[config.mk]
export PLATFORM = sky130hd
export DESIGN_NAME = utf8_validate_with_char_limit
export DESIGN_NICKNAME = d
export VERILOG_FILES = /design/src/rtl/core/u8v_pkg.sv /design/src/rtl/core/u8v_apb_regs.sv /design/src/rtl/core/u8v_string_state.sv /design/src/rtl/core/utf8_validate_with_char_limit.sv
export SDC_FILE = /design/constraint.sdc
export NUM_CORES = 1
export LEC_CHECK = 0
export ABC_AREA = 1
export BUFFER_PORTS_ARGS = -buffer_cell sky130_fd_sc_hd__buf_2
export CORE_MARGIN = 2
export CORE_UTILIZATION = 52
export DETAILED_ROUTE_END_ITERATION = 12
export GPL_TIMING_DRIVEN = 0
export PLACE_DENSITY = 0.84
export RECOVER_POWER = 50
export REMOVE_ABC_BUFFERS = 1
export SLEW_MARGIN = 20
export SYNTH_ARGS = -nofsm -noshare
export SYNTH_HDL_FRONTEND = slang
export SYNTH_SLANG_ARGS = --single-unit
[constraint.sdc]
create_clock -name clk -period 3.99 [get_ports clk]
set_input_delay 0.798 -clock clk [delete_from_list [all_inputs] [get_ports clk]]
set_output_delay 0.798 -clock clk [all_outputs]
set_load 0.1 [all_outputs]
[src/rtl/core/u8v_pkg.sv]
// ----------------------------------------------------------------------------
// u8v_pkg
// Shared types and constants for the UTF-8 validator with a character limit.
// ----------------------------------------------------------------------------
package u8v_pkg;

	// Field widths.
	localparam int unsigned ByteW   = 8;
	localparam int unsigned MaxW    = 10;
	localparam int unsigned CountW  = 11;
	localparam int unsigned OutDataW = 16;
	localparam int unsigned AddrW   = 3;

	// Reset value of the character limit.
	localparam logic [MaxW-1:0] MaxCharsReset = 10'd64;

	// Register word index of the character limit.
	localparam logic RegMaxChars = 1'b0;

	// Byte values used by the lead and continuation checks.
	localparam logic [ByteW-1:0] AsciiMax  = 8'h7F;
	localparam logic [ByteW-1:0] Lead2Lo   = 8'hC2;
	localparam logic [ByteW-1:0] Lead2Hi   = 8'hDF;
	localparam logic [ByteW-1:0] Lead3Lo   = 8'hE0;
	localparam logic [ByteW-1:0] Lead3Hi   = 8'hEF;
	localparam logic [ByteW-1:0] Lead4Lo   = 8'hF0;
	localparam logic [ByteW-1:0] Lead4Hi   = 8'hF4;
	localparam logic [ByteW-1:0] LeadSurr  = 8'hED;
	localparam logic [ByteW-1:0] ContMask  = 8'hC0;
	localparam logic [ByteW-1:0] ContTag   = 8'h80;
	localparam logic [ByteW-1:0] ContA0    = 8'hA0;
	localparam logic [ByteW-1:0] Cont90    = 8'h90;
	localparam logic [ByteW-1:0] Terminator = 8'h00;

	// Range rule for the byte after a restricted lead byte.
	typedef enum logic [2:0] {
		RULE_NONE = 3'd0,
		RULE_E0   = 3'd1,
		RULE_ED   = 3'd2,
		RULE_F0   = 3'd3,
		RULE_F4   = 3'd4
	} rule_t;

	// One result word.
	typedef struct packed {
		logic [CountW-1:0] char_total;
		logic              is_valid;
	} result_t;

endpackage

[src/rtl/core/u8v_apb_regs.sv]
// ----------------------------------------------------------------------------
// u8v_apb_regs
// APB register file holding the character limit.
// ----------------------------------------------------------------------------
module u8v_apb_regs
	import u8v_pkg::*;
(
	input  logic             clk,
	input  logic             arst_n,
	input  logic             psel,
	input  logic             penable,
	input  logic             pwrite,
	input  logic [AddrW-1:0] paddr,
	input  logic [31:0]      pwdata,
	output logic [31:0]      prdata,
	output logic             pready,
	output logic [MaxW-1:0]  max_chars
);

	logic [MaxW-1:0] max_chars_q;
	logic            sel_max;

	// Word decode; the two low address bits select bytes and are ignored.
	assign sel_max = (paddr[AddrW-1] == RegMaxChars);
	assign pready  = 1'b1;

	// The limit register; writes to other words are dropped.
	always_ff @(posedge clk or negedge arst_n) begin
		if (!arst_n) begin
			max_chars_q <= MaxCharsReset;
		end else if (psel && penable && pwrite && pready && sel_max) begin
			max_chars_q <= pwdata[MaxW-1:0];
		end
	end

	// Read back.
	assign prdata    = sel_max ? {{(32-MaxW){1'b0}}, max_chars_q} : 32'd0;
	assign max_chars = max_chars_q;

endmodule

[src/rtl/core/u8v_string_state.sv]
// ----------------------------------------------------------------------------
// u8v_string_state
// Per-string decode state and its update for one byte.
// ----------------------------------------------------------------------------
module u8v_string_state
	import u8v_pkg::*;
(
	input  logic             clk,
	input  logic             arst_n,
	input  logic             advance,
	input  logic [ByteW-1:0] text_byte,
	input  logic [MaxW-1:0]  max_chars,
	output result_t          result
);

	logic [1:0]        pending_q, pending_d;
	rule_t             rule_q, rule_d;
	logic [CountW-1:0] count_q, count_d;
	logic              fault_q, fault_d;

	logic [CountW-1:0] cap;
	logic [CountW-1:0] count_inc;
	logic              limit_hit;
	logic              cont_ok;
	logic              rule_ok;

	// Count one more character, saturating at the limit plus one.
	assign cap       = {1'b0, max_chars} + CountW'(1);
	assign count_inc = (count_q < cap) ? count_q + CountW'(1) : count_q;
	assign limit_hit = (count_inc > {1'b0, max_chars});

	// Continuation byte checks.
	always_comb begin
		case (rule_q)
			RULE_E0: rule_ok = (text_byte >= ContA0);
			RULE_ED: rule_ok = (text_byte <  ContA0);
			RULE_F0: rule_ok = (text_byte >= Cont90);
			RULE_F4: rule_ok = (text_byte <  Cont90);
			default: rule_ok = 1'b1;
		endcase
	end
	assign cont_ok = ((text_byte & ContMask) == ContTag) && rule_ok;

	// Result for a terminator byte, taken from the state before the update.
	assign result.is_valid   = !fault_q && (pending_q == 2'd0);
	assign result.char_total = count_q;

	// Next state for one byte.
	always_comb begin
		pending_d = pending_q;
		rule_d    = rule_q;
		count_d   = count_q;
		fault_d   = fault_q;
		if (text_byte == Terminator) begin
			pending_d = 2'd0;
			rule_d    = RULE_NONE;
			count_d   = '0;
			fault_d   = 1'b0;
		end else if (!fault_q) begin
			if (pending_q == 2'd0) begin
				if (text_byte <= AsciiMax) begin
					count_d = count_inc;
					fault_d = limit_hit;
				end else if (text_byte >= Lead2Lo && text_byte <= Lead2Hi) begin
					pending_d = 2'd1;
					rule_d    = RULE_NONE;
				end else if (text_byte >= Lead3Lo && text_byte <= Lead3Hi) begin
					pending_d = 2'd2;
					rule_d    = (text_byte == Lead3Lo) ? RULE_E0 :
					            (text_byte == LeadSurr) ? RULE_ED : RULE_NONE;
				end else if (text_byte >= Lead4Lo && text_byte <= Lead4Hi) begin
					pending_d = 2'd3;
					rule_d    = (text_byte == Lead4Lo) ? RULE_F0 :
					            (text_byte == Lead4Hi) ? RULE_F4 : RULE_NONE;
				end else begin
					fault_d = 1'b1;
				end
			end else if (!cont_ok) begin
				fault_d   = 1'b1;
				pending_d = 2'd0;
				rule_d    = RULE_NONE;
			end else begin
				rule_d    = RULE_NONE;
				pending_d = pending_q - 2'd1;
				if (pending_q == 2'd1) begin
					count_d = count_inc;
					fault_d = limit_hit;
				end
			end
		end
	end

	// State registers.
	always_ff @(posedge clk or negedge arst_n) begin
		if (!arst_n) begin
			pending_q <= 2'd0;
			rule_q    <= RULE_NONE;
			count_q   <= '0;
			fault_q   <= 1'b0;
		end else if (advance) begin
			pending_q <= pending_d;
			rule_q    <= rule_d;
			count_q   <= count_d;
			fault_q   <= fault_d;
		end
	end

endmodule

[src/rtl/core/utf8_validate_with_char_limit.sv]
// ----------------------------------------------------------------------------
// utf8_validate_with_char_limit
// Streaming UTF-8 validator that also limits the number of characters.
// ----------------------------------------------------------------------------
// Usage:
//   Bytes of a NUL-terminated string arrive one word per cycle on the
//   s_ channel while s_tready is high. A byte of zero ends the string;
//   for it one result word leaves on the m_ channel: bit 0 is the valid
//   flag, bits 11:1 the character count saturated at the limit plus
//   one. Other bytes give no result. The limit is the register at APB
//   address 0 (10 bits, 64 after reset); the user must write it only
//   while the block is idle, and the block itself does not enforce this.
//   A byte is taken into an input register, decoded against the string
//   state from that register and, for a terminator, written to the output
//   register. One byte per cycle is accepted while s_tready is high.
//   When the receiver stalls, the output register holds its word and
//   ordinary bytes keep flowing; only a second terminator waits in the
//   input register, and s_tready falls once that register is blocked.
//   Reset clears the string state, both registers' valid flags and sets
//   the limit to 64.
// ----------------------------------------------------------------------------
module utf8_validate_with_char_limit
	import u8v_pkg::*;
(
	input  logic                clk,
	input  logic                arst_n,
	// Byte input; tdata: text_byte[7:0].
	input  logic                s_tvalid,
	output logic                s_tready,
	input  logic [ByteW-1:0]    s_tdata,
	// Result output; tdata: is_valid[0], char_total[11:1], zero pad[15:12].
	output logic                m_tvalid,
	input  logic                m_tready,
	output logic [OutDataW-1:0] m_tdata,
	// Configuration port.
	input  logic                psel,
	input  logic                penable,
	input  logic                pwrite,
	input  logic [AddrW-1:0]    paddr,
	input  logic [31:0]         pwdata,
	output logic [31:0]         prdata,
	output logic                pready
);

	logic             valid_s1;
	logic [ByteW-1:0] byte_s1;
	logic             out_valid_q;
	result_t          out_q;
	result_t          result;
	logic [MaxW-1:0]  max_chars;
	logic             is_term;
	logic             out_free;
	logic             advance;

	u8v_apb_regs u_regs (
		.clk       (clk),
		.arst_n    (arst_n),
		.psel      (psel),
		.penable   (penable),
		.pwrite    (pwrite),
		.paddr     (paddr),
		.pwdata    (pwdata),
		.prdata    (prdata),
		.pready    (pready),
		.max_chars (max_chars)
	);

	// A terminator leaves the input register only when the output slot is free.
	assign is_term  = (byte_s1 == Terminator);
	assign out_free = !out_valid_q || m_tready;
	assign advance  = valid_s1 && (!is_term || out_free);
	assign s_tready = !valid_s1 || advance;

	// Input register.
	always_ff @(posedge clk or negedge arst_n) begin
		if (!arst_n) begin
			valid_s1 <= 1'b0;
		end else if (s_tready) begin
			valid_s1 <= s_tvalid;
		end
	end

	always_ff @(posedge clk) begin
		if (s_tready && s_tvalid) begin
			byte_s1 <= s_tdata;
		end
	end

	u8v_string_state u_state (
		.clk       (clk),
		.arst_n    (arst_n),
		.advance   (advance),
		.text_byte (byte_s1),
		.max_chars (max_chars),
		.result    (result)
	);

	// Output register.
	always_ff @(posedge clk or negedge arst_n) begin
		if (!arst_n) begin
			out_valid_q <= 1'b0;
		end else if (out_free) begin
			out_valid_q <= advance && is_term;
		end
	end

	always_ff @(posedge clk) begin
		if (advance && is_term) begin
			out_q <= result;
		end
	end

	assign m_tvalid = out_valid_q;
	assign m_tdata  = {{(OutDataW-CountW-1){1'b0}}, out_q};

endmodule

* Yosys cells after proc, flatten, opt, wreduce, memory -nomap -nowiden
Index checks and enable logic that the tools add are counted.
** Word-level totals
- Register bits after elaboration :: 49
- Bits of input ports :: 50
- Word-level logic and storage cells :: 102
** Cells by class
- Add/sub/neg operators :: 3
- $lt $le $gt $ge :: 13
- Equality and inequality tests :: 14
- Muxes and demuxes :: 37
- Bitwise logic cells :: 1
- Reductions and logical operators :: 24
** Operator list (number)
- 2-to-1 mux 11 bit :: 7
- >= comparator 8 bit (second input constant) :: 5
- == test 8 bit (second input constant) :: 4
- 2-to-1 mux 3 bit :: 10
- less-or-equal comparator 8 bit (second input constant) :: 3
- 2-to-1 mux 2 bit :: 9
- < comparator 8 bit (second input constant) :: 2
- adder 10 x 1 -> 11 bit (second input constant) :: 1
- adder 11 x 1 -> 11 bit (second input constant) :: 1
- greater-than comparator 11 x 10 -> 1 bit :: 1
- logical AND 1 bit :: 11
- < comparator 11 bit :: 1
- 2-to-1 mux 10 bit :: 1
- 2-to-1 mux 1 bit :: 9
- less-or-equal comparator 8 x 7 -> 1 bit (second input constant) :: 1
- logical NOT 8 bit :: 1
- == test 3 x 2 -> 1 bit (second input constant) :: 2
- != test 3 bit (second input constant) :: 2
- nonzero test 3 bit :: 2
- != test 5 bit (second input constant) :: 1
- AND reduction 5 bit :: 1
- logical NOT 1 bit :: 4
- one-hot mux 1 bit (4 select lines) :: 1
- AND reduction 4 bit :: 1
- other kinds (9) :: 11

* Logic depth before layout (Yosys ltp)
Gate-level depths: netlist of run 1.
- Depth in word-level cells :: 10
- Gate-level depth with buffers :: 32
- Depth with buffers taken out :: 32

* Cells and area by module
Synthesis of run 1 repeated with hierarchy kept, for this count alone.
** Second synthesis, totals
- Cell total of the unflattened synthesis :: 426
- Area, all modules :: 3423.3 um^2
** Modules (own cells, without submodules)
- u8v_string_state :: times used 1, cells an instance 288, area each 1978.1 um^2, sequential area each 425.4 um^2
- utf8_validate_with_char_limit :: times used 1, cells an instance 45, area each 765.7 um^2, sequential area each 650.6 um^2
- u8v_apb_regs :: times used 1, cells an instance 93, area each 679.4 um^2, sequential area each 251.5 um^2

* Worst setup path before layout of run 1
OpenSTA, ideal clock, no wires.
- Path kind :: register to register
- From :: register u_regs.max_chars_q[2], in the netlist u_regs.max_chars[2]
- To :: register u_state.fault_q
- Library setup time :: 118 ps
- Data arrival time :: 3366 ps
- Setup slack :: 506 ps
- Stages on the path, launching flop included :: 30
- Period minus slack after synthesis :: 3484 ps
- Cells stage by stage :: dfrtp_1 inv_1 nor3_2 nand3_1 nor2_1 nand2_1 nor3_2 xor2_1 ha_1 nand2_1 a21oi_1 nor2_2 nand3_2 nor2_1 nand3_1 xor2_1 inv_1 ha_1 nand2_1 a21oi_1 nor2_1 nand2_1 nand2_1 nand2_1 nand2_1 nand2_1 o21ai_0 nand3_1 nand3_1 nand2_1
** Between the ends
- Word-level cells in the longest chain between the ends :: 9
- Elaborated cells on any way between the ends :: 10
- Those cells by class :: add/sub: 1; order compare: 2; mux: 7
** RTL lines
- from (decl) :: RTL line u8v_apb_regs.sv:20 : logic [MaxW-1:0] max_chars_q;
- from (signal assigned) :: RTL line u8v_apb_regs.sv:30 : max_chars_q <= MaxCharsReset;
- from (signal assigned) :: RTL line u8v_apb_regs.sv:32 : max_chars_q <= pwdata[MaxW-1:0];
- adder 10 x 1 -> 11 bit :: RTL line u8v_string_state.sv:28 : assign cap = {1'b0, max_chars} + CountW'(1);
- < comparator 11 bit :: RTL line u8v_string_state.sv:29 : assign count_inc = (count_q < cap) ? count_q + CountW'(1) : count_q;
- 2-to-1 mux 11 bit :: RTL line u8v_string_state.sv:29
- greater-than comparator 11 x 10 -> 1 bit (*) :: RTL line u8v_string_state.sv:30 : assign limit_hit = (count_inc > {1'b0, max_chars});
- 2-to-1 mux 1 bit :: RTL line u8v_string_state.sv:85 : if (pending_q == 2'd1) begin
- 2-to-1 mux 1 bit :: RTL line u8v_string_state.sv:78 : end else if (!cont_ok) begin
- 2-to-1 mux 1 bit (*) :: RTL line u8v_string_state.sv:60 : if (pending_q == 2'd0) begin
- 2-to-1 mux 1 bit (*) :: RTL line u8v_string_state.sv:59 : end else if (!fault_q) begin
- 2-to-1 mux 1 bit (*) :: RTL line u8v_string_state.sv:54 : if (text_byte == Terminator) begin
- to (signal assigned) :: RTL line u8v_string_state.sv:104 : fault_q <= fault_d;
- to (decl) :: RTL line u8v_string_state.sv:19 : logic fault_q, fault_d;
Every way passes the cells marked *; elsewhere a longest branch is shown, timed or not.
A chain may end at the register's enable or synchronous reset.

* Final worst setup path of run 1
- From :: register u_regs.max_chars_q[0], in the netlist u_regs.max_chars[0]
- To :: register u_state.fault_q
The elaborated chain is that of the path after synthesis.

==> reports/metrics.yaml, run 1 <==
critPathMaxFanout: 3
endpoint_kind: "flop"
finalCritPeriodShare: 1.03
cp.required_ns: 4.24
finish.utilization: 0.638
ys_ff_latch: 49
ys.flop_type: "dfrtp_1"
drcViolationCount: 0
core-area_sq_mm: 0.00628
die_area_sq_mm: 0.00706
crit_top_cell: "nand2_1"
slew_viol_final: 30
syn_inst: 390
rows: 29
fmax_mhz: 244
ir_drop_mv: 0.366
start_util: 0.531
status: "finished with violations"
ant_nets: 0
yosysTopAreaCell: "dfrtp_1"
fin_worst_skew_ns: 0.0112
first_iter_violations: 294
hold_path_class: "flop to flop"
htree_levels: 2
final-hold-violation-count: 0
netlist_top_cells_area: "dfrtp_1 (21%), edfxtp_1 (18%), ha_1 (9.0%), nand2_1 (8.0%), buf_4 (6.1%)"
ys_seq_area_frac: 0.398
ioPinCount: 101
ys_async_sr_fraction: 0.592
fp.dieH_um: 84.0
ctsRootBufferMaster: "clkbuf_8"
detail_route.wl_per_cell_um: 14.2
synth.cell_area_sq_mm: 0.00333
grt_pass1_wl_mm: 11.6
clock-sinks: 49
track_usage: 0.199
max_slew_margin: -0.0940
place_inst: 509
clockBufferDepth: 2
routabilityCongestion: 0.899
maxCapViolCount: 1
synth_cell_types: 40
gr-total-overflow: 0
cts_tree: "built"
arrival_ns: 4.36
fp.dieW_um: 84.0
synth_common_cells: "nand2_1 (71), inv_1 (52), nor2_1 (42)"
clkLatencyLatePin_ns: 0.31
fin_cells: 537
drive_above_1_share: 0.317
antenna_found_initial: 0
setup_violations: 1
clkTransAtPathRegs_ns: 0.09
dpl.hpwl_mm: 5.03
p_leak_uw: 0.00199
synth_top_area_share: 0.210
path_class: "flop to flop"
rsz0062_at_grt: "true"
violations: "max-capacitance violations, max-slew violations, negative setup slack"
fin_crit_ns: 4.11
synth_most_common_cell: "nand2_1"
startpoint_type: "flop"
cts_inserted_buffers: 5
avgSynthCellArea_sq_um: 8.54
placed_area_sq_mm: 0.00353
port_buffers: 49
num_vias: 2838
grt_pass1_vias: 2549
synth_edf_count: 20
worst_pin_slew_ns: 1.64
diodes: 0
hold_slack_ns: 0.550
worst_slack_ns: -0.116
fin_area_sq_mm: 0.00401
cellPowerDensity_mw_per_mm2: 671
power_uw: 2690
syn_to_final_growth_pct: 20.3
worst_path_max_delay_cell: "dfrtp_1"
nNetsFinal: 533
critPathMaxStageDelay_ns: 0.42
drt-total-wl_mm: 7.63
first_pass_iters: 4
viasPerCell: 5.28
grt_max_degree: 30
ys.warnings.count: 0
[area by class of cell]
class / instances / area [sq um]
inverter: 63 / 238
sequential: 49 / 1330
clock inverter: 3 / 68.8
multi-input combinational: 271 / 1790
timing repair buffer: 69 / 414
clock buffer: 5 / 68.8
fill: 482 / 2270
tap: 77 / 96.3
[report_power, final]
part | leakage [uW] | internal (uW) | switching [uW]
logic | 0.00138 | 537 | 954
registers | 0.000535 | 635 | 132
clock network | 0.0000687 | 252 | 180
[worst paths after layout]
kind | start | slack [ns] | to | cells past startpoint
max | u_regs.max_chars[0] | -0.12 | u_state.fault_q | 30
min reg2reg | u_state.count_q[1] | 0.55 | m_tdata[2] | 0
max in group asynchronous | arst_n | 2.15 | u_state.fault_q | 1
min | u_state.count_q[1] | 0.55 | m_tdata[2] | 0
min in group asynchronous | arst_n | 0.89 | u_regs.max_chars[3] | 1
max reg2reg | u_regs.max_chars[0] | -0.12 | u_state.fault_q | 30
[layer usage]
metal	wire length [um]	part of all wire	GRT usage	up-vias
met5	0	0	0	-
met1	3150	0.41	0.262	1329
met2	3730	0.49	0.329	144
met3	564	0.074	0.0425	20
met4	192	0.025	0.0630	0
li1	-	-	-	1345
[sequential cells by signal, indices dropped and copies added, names as in the netlist]
register / cells
m_tdata: 12
u_state.count_q: 11
u_regs.max_chars: 10
byte_s1: 8
u_state.rule_q: 3
u_state.pending_q: 2
m_tvalid: 1
u_state.fault_q: 1
valid_s1: 1
[repair_timing]
action / in CTS / in global routing
buffers inserted: 1 / 19
pin swaps: 3 / 23
setup endpoints to repair: 1 / 1
resized for setup: 8 / 31
cloned: 0 / 0
hold buffers: 0 / 0
[cell usage in the layout (no fill, tap or decap), drive strengths merged, types with 3 or more instances in the layout]
| cell type | synthesis | layout |
|---|---|---|
| buf | 29 | 68 |
| nand2 | 73 | 73 |
| nor3 | 5 | 5 |
| o22ai | 11 | 11 |
| nand4 | 7 | 7 |
| inv | 61 | 62 |
| ha | 24 | 24 |
| dfrtp | 28 | 28 |
| o21ai | 12 | 12 |
| nand3 | 16 | 16 |
| nor2 | 49 | 49 |
| a21o | 3 | 3 |
| edfxtp | 20 | 20 |
| clkbuf | 3 | 6 |
| xor2 | 16 | 16 |
| conb | 2 | 27 |
| a21oi | 19 | 19 |
[worst max-delay path, delay by kind of cell (launching register included)]
family                     cells  cell delay (ns)
DFF                            1             0.42
xor gates and xnor gates       2             0.47
and+or+nand+nor               23             2.37
adders and majority gates      2             0.54
AOI/OAI and AO/OA              1             0.04
buffers and inverters          2             0.22
[through the flow]
stage,setup WS (ns),setup TNS (ns)
after floorplan,0.506,0
after global placement,0.0711,0
after detailed placement,-0.0618,-0.0618
after CTS,0.00495,0
after global routing,-0.394,-0.394
final,-0.116,-0.116
[logic make-up (layout without fill, tap and decap cells)]
group | Yosys count | count (layout) | share of synthesized area
AOI/OAI and AO/OA | 49 | 49 | 0.111
xor gates and xnor gates | 17 | 17 | 0.0447
buffers and inverters | 95 | 140 | 0.142
other | 2 | 27 | 0.00225
DFF | 49 | 49 | 0.398
and+or+nand+nor | 154 | 154 | 0.211
adders and majority gates | 24 | 24 | 0.0901
Power figures use the tool's default switching activity.
==> inputs of run 2 (changes only) <==
--- a/config.mk
+++ b/config.mk
@@ -7,11 +7,12 @@
 export LEC_CHECK = 0
 export ABC_AREA = 1
 export BUFFER_PORTS_ARGS = -buffer_cell sky130_fd_sc_hd__buf_2
+export CORE_ASPECT_RATIO = 1.5
 export CORE_MARGIN = 2
-export CORE_UTILIZATION = 52
+export CORE_UTILIZATION = 45
 export DETAILED_ROUTE_END_ITERATION = 12
 export GPL_TIMING_DRIVEN = 0
-export PLACE_DENSITY = 0.84
+export PLACE_DENSITY = 0.74
 export RECOVER_POWER = 50
 export REMOVE_ABC_BUFFERS = 1
 export SLEW_MARGIN = 20
==> run 2 against run 1 <==
- the flow finishes with violations (max-capacitance violations, max-slew violations)
- die area up 15%
- core utilization is 9.0 points lower
- combinational power decreased by 7%
- sequential share of layout area up 0.38 points
- sequential power barely moved
- critical path type unchanged
- largest power group unchanged
==> reports/metrics.yaml, run 2 (synthesis results as in run 1) <==
min-delay-start: "u_state.count_q[7]"
hold_path_class: "flop to flop"
clockBufferDepth: 2
status: "finished with violations"
drcViolationCount: 0
cp.buffers_inverters: 2
clkLatencyLatePin_ns: 0.32
die_area_sq_mm: 0.00812
grt_pass1_vias: 2602
arrival_ns: 4.15
finalCritPeriodShare: 0.987
fin_cells: 557
multi_input_area_sq_mm: 0.00180
fp.dieW_um: 74.3
track_usage: 0.183
largest_reg_flops: 12
violations: "max-capacitance violations, max-slew violations"
r2r-end: "u_state.fault_q"
ant_nets: 0
grt_max_degree: 30
drt-total-wl_mm: 7.15
num_vias: 2724
dpl.hpwl_mm: 5.33
ioPinCount: 101
ir_drop_mv: 0.307
ctsHoldBuffers: 0
worst_path_max_delay_cell: "dfrtp_1"
grt_pass1_wl_mm: 11.3
syn_to_final_growth_pct: 18.9
cp.required_ns: 4.20
slew_viol_final: 30
rows: 38
htree_levels: 2
n_fill_cell: 655
fin_worst_skew_ns: 0.00733
fp.dieH_um: 109
max_slew_margin: -0.106
final_cell_mix: "nand2_1 (67), inv_1 (48), buf_2 (47), nor2_1 (36), dfrtp_1 (28)"
diodes: 0
cts_inserted_buffers: 5
setup_violations: 0
reg2reg_depth: 30
hold_depth: 0
viasPerCell: 4.89
first_pass_iters: 5
final_common_cell: "nand2_1"
final-hold-violation-count: 0
hold_end: "m_tdata[8]"
routabilityCongestion: 0.897
fmax_mhz: 254
core-area_sq_mm: 0.00723
critPathMaxStageDelay_ns: 0.41
drive_above_1_share: 0.315
port_buffers: 49
endpoint_kind: "flop"
rsz0062_at_grt: "true"
ctsRootBufferMaster: "clkbuf_8"
clkTransAtPathRegs_ns: 0.10
worst_pin_slew_ns: 1.66
maxCapViolCount: 1
start_util: 0.461
cellPowerDensity_mw_per_mm2: 627
startpoint_type: "flop"
hold_slack_ns: 0.550
finish.utilization: 0.548
place_inst: 532
gr-total-overflow: 0
r2r_slack_ns: 0.05
clock-sinks: 49
r2r-start: "u_regs.max_chars[2]"
cts_tree: "built"
crit_family: "simple AND/OR/NAND/NOR gates"
detail_route.wl_per_cell_um: 12.8
nNetsFinal: 530
fin_crit_ns: 3.94
path_class: "flop to flop"
antenna_found_initial: 0
critPathMaxFanout: 8
p_leak_uw: 0.00193
fin_tns_setup_ns: 0
crit_top_cell: "nand2_1"
regArea_sq_mm: 0.00133
power_uw: 2490
first_iter_violations: 104
==> run 2: worst reg2reg max path: cells and delay by family (launching register included) <==
| family | cells | cell delay [ns] |
|---|---|---|
| AND/OR/NAND/NOR | 22 | 2.27 |
| adder cells (fa/ha/maj) | 2 | 0.53 |
| flip-flops | 1 | 0.41 |
| XOR/XNOR | 2 | 0.40 |
| buffers and inverters | 2 | 0.14 |
| AO/OA/AOI/OAI | 2 | 0.09 |
==> run 2: through the flow <==
step,area [sq um],worst slack (ns)
after CTS,3770,0.0114
after detailed placement,3560,-0.206
after floorplan,3190,0.506
after global routing,3960,-0.205
final,3960,0.0510
after global placement,3560,-0.0650
==> run 2: repair_timing <==
| item | 4_1_cts | 5_1_grt |
|---|---|---|
| setup endpoints to repair | 1 | 1 |
| pin swaps | 8 | 16 |
| gates resized for setup | 9 | 29 |
| buffers inserted | 8 | 9 |
==> run 2: layer usage <==
metal,GRT usage,up-vias,wire length [um]
li1,-,1336,-
met1,0.184,1278,2470
met2,0.348,85,4100
met3,0.0312,25,254
met4,0.0957,0,327
met5,0,-,0
==> run 2: where the power goes <==
| group | leakage [uW] | internal (uW) | switching (uW) | total (uW) |
|---|---|---|---|---|
| combinational | 0.00135 | 509 | 884 | 1390 |
| sequential | 0.000535 | 634 | 134 | 768 |
| clock | 0.0000506 | 131 | 193 | 324 |
==> run 2: cell type report <==
type | count | area share
repair buffers | 66 | 0.0944
clock inverters | 3 | 0.00726
multi-input cells | 271 | 0.454
clock buffers | 5 | 0.0174
well taps | 100 | 0.0316
flip-flops and latches | 49 | 0.335
inverters | 63 | 0.0600
==> run 2: worst max-delay path by stage <==
stage,startpoint,to,slack (ns),cells past startpoint
after floorplan,u_regs.max_chars[2],u_state.fault_q,0.51,29
after global placement,u_regs.max_chars[2],u_state.fault_q,-0.07,29
after detailed placement,u_regs.max_chars[2],u_state.fault_q,-0.21,29
after CTS,u_regs.max_chars[0],u_state.fault_q,0.01,29
after global routing,u_regs.max_chars[2],u_state.fault_q,-0.20,31
final,u_regs.max_chars[2],u_state.fault_q,0.05,30
